**config.mk**
```make
export PLATFORM = sky130hd
export DESIGN_NAME = rpa_ctrl
export DESIGN_NICKNAME = d
export VERILOG_FILES = /design/src/hdl/rpa_pkg.sv /design/src/hdl/rpa_ctrl.sv
export SDC_FILE = /design/constraint.sdc
export NUM_CORES = 1
export LEC_CHECK = 0
export BUFFER_PORTS_ARGS = -buffer_cell sky130_fd_sc_hd__buf_2
export CAP_MARGIN = 15
export CORE_AREA = 4 4 41 43
export CTS_BUF_LIST = sky130_fd_sc_hd__clkbuf_16
export DETAILED_ROUTE_END_ITERATION = 12
export DIE_AREA = 0 0 45 47
export PLACE_DENSITY = 0.58
export SLEW_MARGIN = 15
export SYNTH_ARGS = -nofsm -noshare
export SYNTH_HDL_FRONTEND = slang
export SYNTH_SLANG_ARGS = --single-unit
```
**constraint.sdc**
```tcl
create_clock -name clk -period 1.1 [get_ports clk]
set_input_delay 0.165 -clock clk [delete_from_list [all_inputs] [get_ports clk]]
set_output_delay 0.165 -clock clk [all_outputs]
set_load 0.01 [all_outputs]
```
**src/hdl/rpa_pkg.sv**
```systemverilog
`timescale 1ns / 1ps

package rpa_pkg;

    // Default sizes of the managed region and of the count field.
    localparam int NUM_PAGES_DEF  = 32768;
    localparam int PAGE_BITS_DEF  = 12;
    localparam int COUNT_BITS_DEF = 16;

    // Fixed widths of the word fields and of the configuration port.
    localparam int KIND_W     = 3;
    localparam int ADDR_W     = 32;
    localparam int REFCNT_W   = 16;
    localparam int STATUS_W   = 3;
    localparam int FIRST_W    = 20;
    localparam int END_W      = 21;
    localparam int CFG_DATA_W = 21;
    localparam int CFG_IDX_W  = 1;

    // Operation codes carried in the kind field.
    localparam logic [KIND_W-1:0] KIND_ALLOC = 3'd0;
    localparam logic [KIND_W-1:0] KIND_FREE  = 3'd1;
    localparam logic [KIND_W-1:0] KIND_ADD   = 3'd2;
    localparam logic [KIND_W-1:0] KIND_READ  = 3'd3;
    localparam logic [KIND_W-1:0] KIND_INIT  = 3'd4;

    // Configuration register indexes.
    localparam logic [CFG_IDX_W-1:0] CFG_FIRST_PAGE = 1'b0;
    localparam logic [CFG_IDX_W-1:0] CFG_END_PAGE   = 1'b1;

    // Result status codes.
    typedef enum logic [STATUS_W-1:0] {
        ST_OK        = 3'd0,
        ST_EMPTY     = 3'd1,
        ST_BADADDR   = 3'd2,
        ST_UNDERFLOW = 3'd3,
        ST_SATURATED = 3'd4
    } status_t;

    // Commands from the controller to the datapath.
    typedef struct packed {
        logic take;           // latch the accepted word and issue memory reads
        logic exec;           // carry out the latched operation
        logic sweep;          // one step of the page sweep
        logic push;           // the sweep also stacks pages of the region
        logic load_out;       // load the output register
        logic out_from_hold;  // output register takes the held result
    } cmd_t;

    // Status from the datapath to the controller.
    typedef struct packed {
        logic is_init;
        logic sweep_last;
    } sts_t;

endpackage

```
**src/hdl/rpa_ctrl.sv**
```systemverilog
`timescale 1ns / 1ps

module rpa_ctrl (
    input  logic          clk,
    input  logic          rst_n,
    input  logic          in_valid,
    output logic          in_ready,
    output logic          out_valid,
    input  logic          out_ready,
    output rpa_pkg::cmd_t cmd,
    input  rpa_pkg::sts_t sts
);

    typedef enum logic [2:0] {
        S_CLEAR,
        S_IDLE,
        S_EXEC,
        S_SWEEP,
        S_HOLD
    } state_t;

    state_t state_reg;
    state_t state_next;
    logic   out_valid_reg;
    logic   out_valid_next;
    logic   slot_free;

    // The output register can take a result when empty or being emptied.
    assign slot_free = !out_valid_reg || out_ready;
    assign in_ready  = (state_reg == S_IDLE);
    assign out_valid = out_valid_reg;

    // Next state and commands.
    always_comb
    begin
        state_next = state_reg;
        cmd        = '0;
        unique case (state_reg)
            S_CLEAR:
            begin
                cmd.sweep = 1'b1;
                if (sts.sweep_last)
                begin
                    state_next = S_IDLE;
                end
            end
            S_IDLE:
            begin
                if (in_valid)
                begin
                    cmd.take   = 1'b1;
                    state_next = S_EXEC;
                end
            end
            S_EXEC:
            begin
                cmd.exec = 1'b1;
                if (sts.is_init)
                begin
                    state_next = S_SWEEP;
                end
                else if (slot_free)
                begin
                    cmd.load_out = 1'b1;
                    state_next   = S_IDLE;
                end
                else
                begin
                    state_next = S_HOLD;
                end
            end
            S_SWEEP:
            begin
                cmd.sweep = 1'b1;
                cmd.push  = 1'b1;
                if (sts.sweep_last)
                begin
                    if (slot_free)
                    begin
                        cmd.load_out      = 1'b1;
                        cmd.out_from_hold = 1'b1;
                        state_next        = S_IDLE;
                    end
                    else
                    begin
                        state_next = S_HOLD;
                    end
                end
            end
            S_HOLD:
            begin
                if (slot_free)
                begin
                    cmd.load_out      = 1'b1;
                    cmd.out_from_hold = 1'b1;
                    state_next        = S_IDLE;
                end
            end
            default:
            begin
                state_next = S_IDLE;
            end
        endcase
    end

    // Output valid flag follows loads and handshakes.
    always_comb
    begin
        out_valid_next = out_valid_reg;
        if (cmd.load_out)
        begin
            out_valid_next = 1'b1;
        end
        else if (out_ready)
        begin
            out_valid_next = 1'b0;
        end
    end

    // State and registered outputs.
    always_ff @(posedge clk or negedge rst_n)
    begin
        if (!rst_n)
        begin
            state_reg     <= S_CLEAR;
            out_valid_reg <= 1'b0;
        end
        else
        begin
            state_reg     <= state_next;
            out_valid_reg <= out_valid_next;
        end
    end

endmodule

```
==> impl_metrics.toml, run 1 <==
[run_status]
status = "complete, but fails checks"
violations = "negative setup slack"

[layout]
diodes = 0
layout-drive-gt1-share_pct = 62.9
layout_common_cells = "13 x buf_2, 7 x buf_4, 5 x nor2_1"
nNetsFinal = 70
fin_area_um2 = 614
multiInputGateArea_um2 = 244
largest_reg_flops = 3
seq_area_um2 = 104
finish.utilization_pct = 47.2
area_growth_pct = 97.2
final_common_cell = "buf_2"
n_fill_cell = 139

[pwr]
power_density_nw_per_um2 = 2950
seq_power_share_pct = 16.8
p_int_mw = 1.22
swShare_pct = 32.8
pwr-share-clk_pct = 30.8
p_leak_nw = 0.303
comb_power_share_pct = 52.5
power_switching_mw = 0.594
irDropWorstVdd_uv = 1440

[floorplan]
chipHeight_um = 47
ioPinCount = 14
initial_core_util_pct = 23.9
num_rows = 13
core-area_um2 = 1300
fp.dieW_um = 45
die-area_um2 = 2120

[setup_path]
criticalPathCategory = "register to output port"
cpMaxStageDelayCell = "dfrtp_2"
crit_start = "state_reg[0]$_DFFE_PN0P_"
cp-start-kind = "register"
cp.depth = 4
worstPathCellList = "nor3b_4, a21oi_1, nor2_1, buf_2"
slowest_delay_ps = 440
path_max_fanout = 6
path_delay_family = "flip-flops"
rr_startpoint = "state_reg[1]$_DFFE_PN0P_"
end_kind = "output port"
worstRegToRegCells = 4
cp.arrival_ps = 1240
critPathBufInv = 1
worstPathRequired_ps = 940

[synthesis]
ys_warn_count = 0
synth_fp_nets = 43
synth.distinct_cells = 19
syn_inst = 37
postSynthAreaPerCell_um2 = 8.42
seq_area_frac_synth_pct = 32.1
syn_area_um2 = 312
synth-seq-cells = 4

[sta]
min_period_over_period_pct = 128
relSlewSlack_pct = 83.9
finalCriticalPeriod_ps = 1410
fin_ws_ps = -309
slew_violations = 0
max_freq_mhz = 710
tightestPinTransition_ps = 242
whs_ps = 272
finClkSkew_ps = 1.31
hold_viol = 0
setup_viol = 11
rsz0062_at_grt = "true"

[clock_network]
htree_levels = 1
cts_root_buf = "clkbuf_16"
clk_latency_ps = 220
clk_path_buf_depth = 2
cts_sinks = 4
cts_tree = "yes"
numCtsBuffers = 3
cts.reportedPaths.clkPinSlew_ps = 30

[drt]
vias = 338
vias_per_cell = 4.39
drt.antenna.violating_nets = 0
drc = 0
first_pass_iters = 2
wl_per_cell_um = 11.8
first_iter_violations = 1
wirelength_um = 909

[place]
place.gp.congestion = 0.701
place_area_um2 = 454
io_buffers = 13
hpwl_um = 566
dp_slack_ps = -108

[worst_hold_path]
hp-class = "primary input to register"
min_from = "sts[1]"
holdPathStages = 3

[flow_run]
max-cap-violations = 0

[global_route]
grt_pass1_vias = 357
grt_usage_pct = 10.3
antenna_found_initial = 0
grt_pass1_wl_mm = 1.48
grt_start_max_net_pins = 8
grt-ovfl-total = 0
area by class of cell:
type / instances / area share (%)
repair buffers: 25 / 28.1
flip-flops and latches: 4 / 16.9
clock buffers: 3 / 12.2
well taps: 15 / 3.05
multi-input cells: 30 / 39.7
synthesized netlist by cell type (all sizes together):
cell type,instances,area (µm²)
a31oi,1,6.26
and3b,1,8.76
nor2b,3,18.8
a32oi,1,8.76
xor2,1,8.76
mux2i,1,10.0
buf,3,30.0
or2b,1,7.51
nor3b,1,7.51
dfrtp,4,100
nor2,6,22.5
nand3,1,5.00
a21bo,1,10.0
a21oi,3,15.0
nand2,2,7.51
nand2b,5,31.3
or2,1,6.26
nand3b,1,7.51
power by group through the flow:
stage          clock [mW]  combinational [mW]  sequential, mW
6_report            0.557               0.951           0.304
5_1_grt             0.586                1.04           0.319
4_1_cts             0.572               0.846           0.296
3_5_place_dp            0               0.771           0.288
3_3_place_gp            0               0.772           0.284
2_1_floorplan           0               0.576           0.246
worst paths after layout:
check                                                end  slack [ps]
worst max-delay path                              cmd[0]        -310
worst min-delay path            state_reg[1]$_DFFE_PN0P_         270
worst max register to register  state_reg[0]$_DFFE_PN0P_        -120
worst min register to register     out_valid$_DFFE_PN0P_         550
max in group asynchronous       state_reg[2]$_DFFE_PN0P_         680
min in group asynchronous          out_valid$_DFFE_PN0P_         290
metal layers:
| metal | part of all wire (%) | global-route usage (%) | vias to the layer above |
|---|---|---|---|
| li1 | - | - | 176 |
| met1 | 38 | 10.1 | 155 |
| met2 | 58 | 16.9 | 7 |
| met3 | 4.2 | 4.21 | 0 |
| met4 | 0 | 8.77 | 0 |
| met5 | 0 | 0 | - |
cell families after synthesis:
kind of cell | after synthesis | share of synthesized area [%]
simple gates | 22 | 39.4
compound gates | 6 | 12.9
flops | 4 | 32.1
buf+inv | 3 | 9.64
xor+xnor | 1 | 2.81
mux | 1 | 3.21
through the flow:
| stage | power (mW) | instances | TNS, ps |
|---|---|---|---|
| global route | 1.94 | 77 | -2510 |
| detailed placement | 1.06 | 69 | -518 |
| global placement | 1.06 | 69 | -459 |
| floorplan | 0.822 | 37 | -114 |
| finish | 1.81 | 77 | -1890 |
| CTS | 1.71 | 75 | -1860 |
what timing repair did:
| action | CTS | global route |
|---|---|---|
| endpoints found under the hold margin | 4 | 0 |
| setup buffers | 2 | 2 |
| setup endpoints to repair | 10 | 11 |
| hold buffers | 1 | 0 |
| pin swaps | 3 | 4 |
| resized for setup | 6 | 6 |
worst reg2reg max path, delay by kind of cell, from the launching register on:
kind                   cells  cell delay (ps)
AOI/OAI and AO/OA          1              220
buffers and inverters      1              150
DFF                        1              450
muxes                      1              100
and+or+nand+nor            1              190
Power figures use the tool's default switching activity.
==> run 2, diff against run 1 <==
==> constraint.sdc (replaced) <==
create_clock -name clk -period 1.1 [get_ports clk]
set_input_delay 0.22 -clock clk [delete_from_list [all_inputs] [get_ports clk]]
set_output_delay 0.22 -clock clk [all_outputs]
set_load 0.01 [all_outputs]
==> run 2 against run 1 <==
The flow still finishes with violations (negative setup slack). Global-route usage decreased by 0.31 points. Die area unchanged. Count of clock-buffer cells in the layout unchanged. Register-to-register slack improved by 30 ps. Non-clock buffer count decreased by 2. Clock skew increased by 0.77 ps. Fmax decreased by 3.3%. Via count unchanged. Routed wire length decreased by 2.2%. Clock power increased by 1%. Core utilization decreased by 2.1 points. Sequential power decreased by 3%. Largest cell class unchanged.
==> impl_metrics.toml, run 2 (synthesis results as in run 1) <==
[place]
place_area_um2 = 454
hpwl_um = 601
place.gp.congestion = 0.671
io_buffers = 13
placed_cells = 69

[pwr]
irDropWorstVdd_uv = 1520
p_leak_nw = 0.292
power_density_nw_per_um2 = 2940
power_mw = 1.73

[setup_path]
worstPathRequired_ps = 880
path_max_fanout = 6
cpMaxStageDelayCell = "dfrtp_2"
worstPathCellList = "nor3b_4, a21oi_1, nor2_1, buf_2"
criticalPathCategory = "register to output port"
cp-start-kind = "register"
regToRegSetupSlack_ps = -90
slowest_delay_ps = 440
path_delay_family = "flip-flops"
critPathBufInv = 1
end_kind = "output port"
cp.arrival_ps = 1240

[worst_hold_path]
hp-class = "primary input to asynchronous set/reset pin"

[clock_network]
clk_latency_ps = 220
numCtsBuffers = 3
clk_path_buf_depth = 2
cts_tree = "yes"
cts.reportedPaths.clkPinSlew_ps = 30
cts_sinks = 4
cts_root_buf = "clkbuf_16"
htree_levels = 1

[floorplan]
ioPinCount = 14
initial_core_util_pct = 23.9
chipHeight_um = 47
fp.dieW_um = 45
num_rows = 13
core-area_um2 = 1300
die-area_um2 = 2120

[flow_run]
max-cap-violations = 0

[sta]
finalCriticalPeriod_ps = 1460
rsz0062_at_grt = "true"
hold_viol = 0
setup_viol = 9
relSlewSlack_pct = 83.4
max_freq_mhz = 686
fin_ws_ps = -357
tightestPinTransition_ps = 249
min_period_over_period_pct = 132
finClkSkew_ps = 2.09
slew_violations = 0

[drt]
wl_per_cell_um = 11.9
vias_per_cell = 4.51
first_iter_violations = 6
drc = 0
wirelength_um = 889
first_pass_iters = 4
vias = 338
drt.antenna.violating_nets = 0

[global_route]
antenna_found_initial = 0
grt_pass1_vias = 360
grt-ovfl-total = 0
grt_pass1_wl_mm = 1.44
grt_usage_pct = 10.0
grt_start_max_net_pins = 7

[run_status]
violations = "negative setup slack"
status = "complete, but fails checks"

[layout]
area_growth_pct = 88.4
final_cells = 75
finish.utilization_pct = 45.1
n_fill_cell = 136
fin_area_um2 = 587
layout_common_cells = "13 x buf_2, 6 x nor2_1, 6 x buf_4"
diodes = 0
final_common_cell = "buf_2"
largest_reg_flops = 3
layout-drive-gt1-share_pct = 58.3
nNetsFinal = 68
run 2: cell types whose count changed in the layout (fill, tap and decap cells not counted):
| cell | delta |
|---|---|
| buf_4 | -1 |
| buf_6 | -1 |
| dfrtp_1 | +1 |
| dfrtp_2 | -1 |
| nor2_1 | +1 |
| nor2_2 | -1 |
| nor2b_2 | +1 |
| nor2b_4 | -1 |
run 2: where the power goes:
group          leakage, nW  internal, mW  total [mW]  switching (mW)
clock network       0.0370         0.464       0.564          0.0996
logic                0.207         0.477       0.868           0.391
registers           0.0481         0.211       0.295          0.0846
run 2: final cells by class:
class	instances	area [µm²]	area share, %
tap	15	18.8	3.20
clock buffer	3	75.1	12.8
multi-input combinational	30	236	40.3
sequential	4	103	17.5
timing repair buffer	23	154	26.2
run 2: per-stage QoR:
step	setup WS (ps)	hold slack (ps)	setup TNS, ps
after floorplan	-124	-75.6	-225
after global placement	-134	29.7	-883
after detailed placement	-136	29.9	-851
after CTS	-348	312	-2120
after global routing	-433	359	-2710
final	-357	334	-2120
run 2: what timing repair did:
| item | CTS | global route |
|---|---|---|
| hold buffers | 1 | 0 |
| pin swaps | 3 | 2 |
| hold endpoints to repair | 4 | 0 |
| gates cloned | 0 | 0 |
| setup endpoints to repair | 9 | 11 |
| setup buffers | 2 | 0 |
| gates resized for setup | 6 | 2 |
run 2: worst paths after layout:
check,from,to,cells after the start
worst max-delay path,state_reg[1]$_DFFE_PN0P_,cmd[0],4
worst min-delay path,rst_n,state_reg[2]$_DFFE_PN0P_,2
worst max register to register,state_reg[1]$_DFFE_PN0P_,state_reg[0]$_DFFE_PN0P_,4
worst min register to register,out_valid$_DFFE_PN0P_,out_valid$_DFFE_PN0P_,2
max in group asynchronous,rst_n,state_reg[1]$_DFFE_PN0P_,2
min in group clk,out_ready,state_reg[2]$_DFFE_PN0P_,3
run 2: per-layer routing:
layer | wire (µm) | track usage (%) | share of wire [%] | vias to the layer above
met5 | 0 | 0 | 0 | -
met4 | 0 | 7.02 | 0 | 0
met3 | 48 | 3.45 | 5.4 | 0
met2 | 480 | 18.4 | 54 | 7
li1 | - | - | - | 171
met1 | 360 | 9.22 | 40 | 160
==> run 3, diff against run 2 <==
--- a/config.mk
+++ b/config.mk
@@ -9,9 +9,10 @@
 export CAP_MARGIN = 15
 export CORE_AREA = 4 4 41 43
 export CTS_BUF_LIST = sky130_fd_sc_hd__clkbuf_16
+export CTS_CLUSTER_DIAMETER = 60
 export DETAILED_ROUTE_END_ITERATION = 12
 export DIE_AREA = 0 0 45 47
-export PLACE_DENSITY = 0.58
+export PLACE_DENSITY = 0.57
 export SLEW_MARGIN = 15
 export SYNTH_ARGS = -nofsm -noshare
 export SYNTH_HDL_FRONTEND = slang
==> run 3 against run 2 <==
The flow still finishes with violations (negative setup slack). Non-clock buffer count grew 2. First-iteration DRC count shrank 50%. Via count is the same. Sequential share of layout area shrank 0.92 points. Register-to-register slack lost 110 ps. Sequential power shrank 1%. Final area grew 6.8%. Worst hold slack gained 4.4 ps. Critical endpoint unchanged. Highest routed layer unchanged.
==> impl_metrics.toml, run 3 (synthesis results as in run 1) <==
[run_status]
status = "complete, but fails checks"
violations = "negative setup slack"

[drt]
drc = 0
first_iter_violations = 3
wl_per_cell_um = 11.7
wirelength_um = 900
drt.antenna.violating_nets = 0
vias = 338
first_pass_iters = 4
vias_per_cell = 4.39

[setup_path]
criticalPathCategory = "register to output port"
worstRegToRegCells = 6
worstPathCellList = "and3b_2, a21oi_2, nor2_1, buf_2"
regToRegSetupSlack_ps = -200
slowest_delay_ps = 430
cp-start-kind = "register"
crit_start = "state_reg[0]$_DFFE_PN0P_"
rr_startpoint = "state_reg[0]$_DFFE_PN0P_"
worstPathRequired_ps = 880
cp.arrival_ps = 1220
path_max_fanout = 5
end_kind = "output port"
endpoint = "cmd[0]"
cpMaxStageDelayCell = "dfrtp_2"
r2r-end = "state_reg[2]$_DFFE_PN0P_"

[place]
io_buffers = 13
place.gp.congestion = 0.705
hpwl_um = 617

[floorplan]
die-area_um2 = 2120
initial_core_util_pct = 23.9
core-area_um2 = 1300
num_rows = 13
chipHeight_um = 47
ioPinCount = 14
fp.dieW_um = 45

[layout]
layout_common_cells = "12 x buf_2, 8 x buf_4, 4 x buf_6"
n_fill_cell = 138
finish.utilization_pct = 48.2
layout-drive-gt1-share_pct = 69.4
area_growth_pct = 101
diodes = 0
largest_reg_flops = 3
final_common_cell = "buf_2"
nNetsFinal = 70

[global_route]
grt_start_max_net_pins = 8
grt_pass1_vias = 367
grt_usage_pct = 10.1
antenna_found_initial = 0
grt_pass1_wl_mm = 1.52
grt-ovfl-total = 0

[sta]
min_period_over_period_pct = 131
relSlewSlack_pct = 82.6
fin_ws_ps = -342
hold_viol = 0
tightestPinTransition_ps = 260
finClkSkew_ps = 0.161
max_freq_mhz = 694
rsz0062_at_grt = "true"
setup_viol = 11
slew_violations = 0
finalCriticalPeriod_ps = 1440

[pwr]
power_switching_mw = 0.613
power_mw = 1.86
seq_power_share_pct = 15.6
power_density_nw_per_um2 = 2980
comb_power_share_pct = 54.3
p_int_mw = 1.25
pwr-share-clk_pct = 30.1
irDropWorstVdd_uv = 1320
swShare_pct = 32.9
p_leak_nw = 0.301

[flow_run]
max-cap-violations = 0

[clock_network]
cts_tree = "yes"
cts_sinks = 4
cts_root_buf = "clkbuf_16"
clk_latency_ps = 220
htree_levels = 1
clk_path_buf_depth = 2
numCtsBuffers = 3
cts.reportedPaths.clkPinSlew_ps = 30

[worst_hold_path]
hp-class = "primary input to asynchronous set/reset pin"
==> run 3: repair_timing <==
action	4_1_cts	5_1_grt
pin swaps	2	4
gates cloned	0	0
resized for setup	5	12
endpoints found under the hold margin	4	0
hold buffers	1	0
endpoints found under the setup margin	9	11
setup buffers	2	2
==> run 3: cell type report <==
class	count	area, µm²	area share (%)
tap	15	18.8	2.99
sequential	4	104	16.6
clock buffer	3	75.1	12.0
timing repair buffer	25	175	27.9
multi-input combinational	30	254	40.5
==> run 3: critical path: cells and delay by family (launching register included) <==
kind                   cells  cell delay, ps
buffers and inverters      1             140
AND/OR/NAND/NOR            2             300
AO/OA/AOI/OAI              1             130
flip-flops                 1             430
==> run 3: per-layer routing <==
metal / global-route usage (%) / vias up / wire [µm] / part of all wire (%)
li1: - / 174 / - / -
met1: 11.4 / 156 / 368 / 41
met2: 17.5 / 8 / 483 / 54
met3: 2.30 / 0 / 48 / 5.3
met4: 5.26 / 0 / 0 / 0
met5: 0 / - / 0 / 0
==> run 3: worst min-delay path by stage <==
stage | from | to | slack (ps) | cells past startpoint
after global placement | rst_n | out_valid$_DFFE_PN0P_ | 30 | 1
after global routing | sts[1] | state_reg[1]$_DFFE_PN0P_ | 360 | 3
after CTS | sts[1] | state_reg[1]$_DFFE_PN0P_ | 320 | 3
after detailed placement | rst_n | out_valid$_DFFE_PN0P_ | 30 | 1
final | rst_n | out_valid$_DFFE_PN0P_ | 340 | 2
after floorplan | rst_n | out_valid$_DFFE_PN0P_ | -80 | 0
==> run 3: through the flow <==
stage,hold slack [ps],TNS [ps],cell area [µm²],setup slack (ps),cells
floorplan,-75.6,-225,348,-124,37
global placement,28.8,-703,454,-127,69
detailed placement,27.8,-753,454,-127,69
CTS,324,-2350,576,-340,75
global route,356,-3200,627,-417,77
finish,338,-2570,627,-342,77
==> run 3: power groups by stage <==
| stage | combinational (mW) | clock (mW) | sequential, mW |
|---|---|---|---|
| final | 1.01 | 0.560 | 0.291 |
| after global routing | 1.10 | 0.586 | 0.300 |
| after CTS | 0.889 | 0.570 | 0.280 |
| after detailed placement | 0.790 | 0 | 0.277 |
| after global placement | 0.791 | 0 | 0.275 |
| after floorplan | 0.576 | 0 | 0.246 |
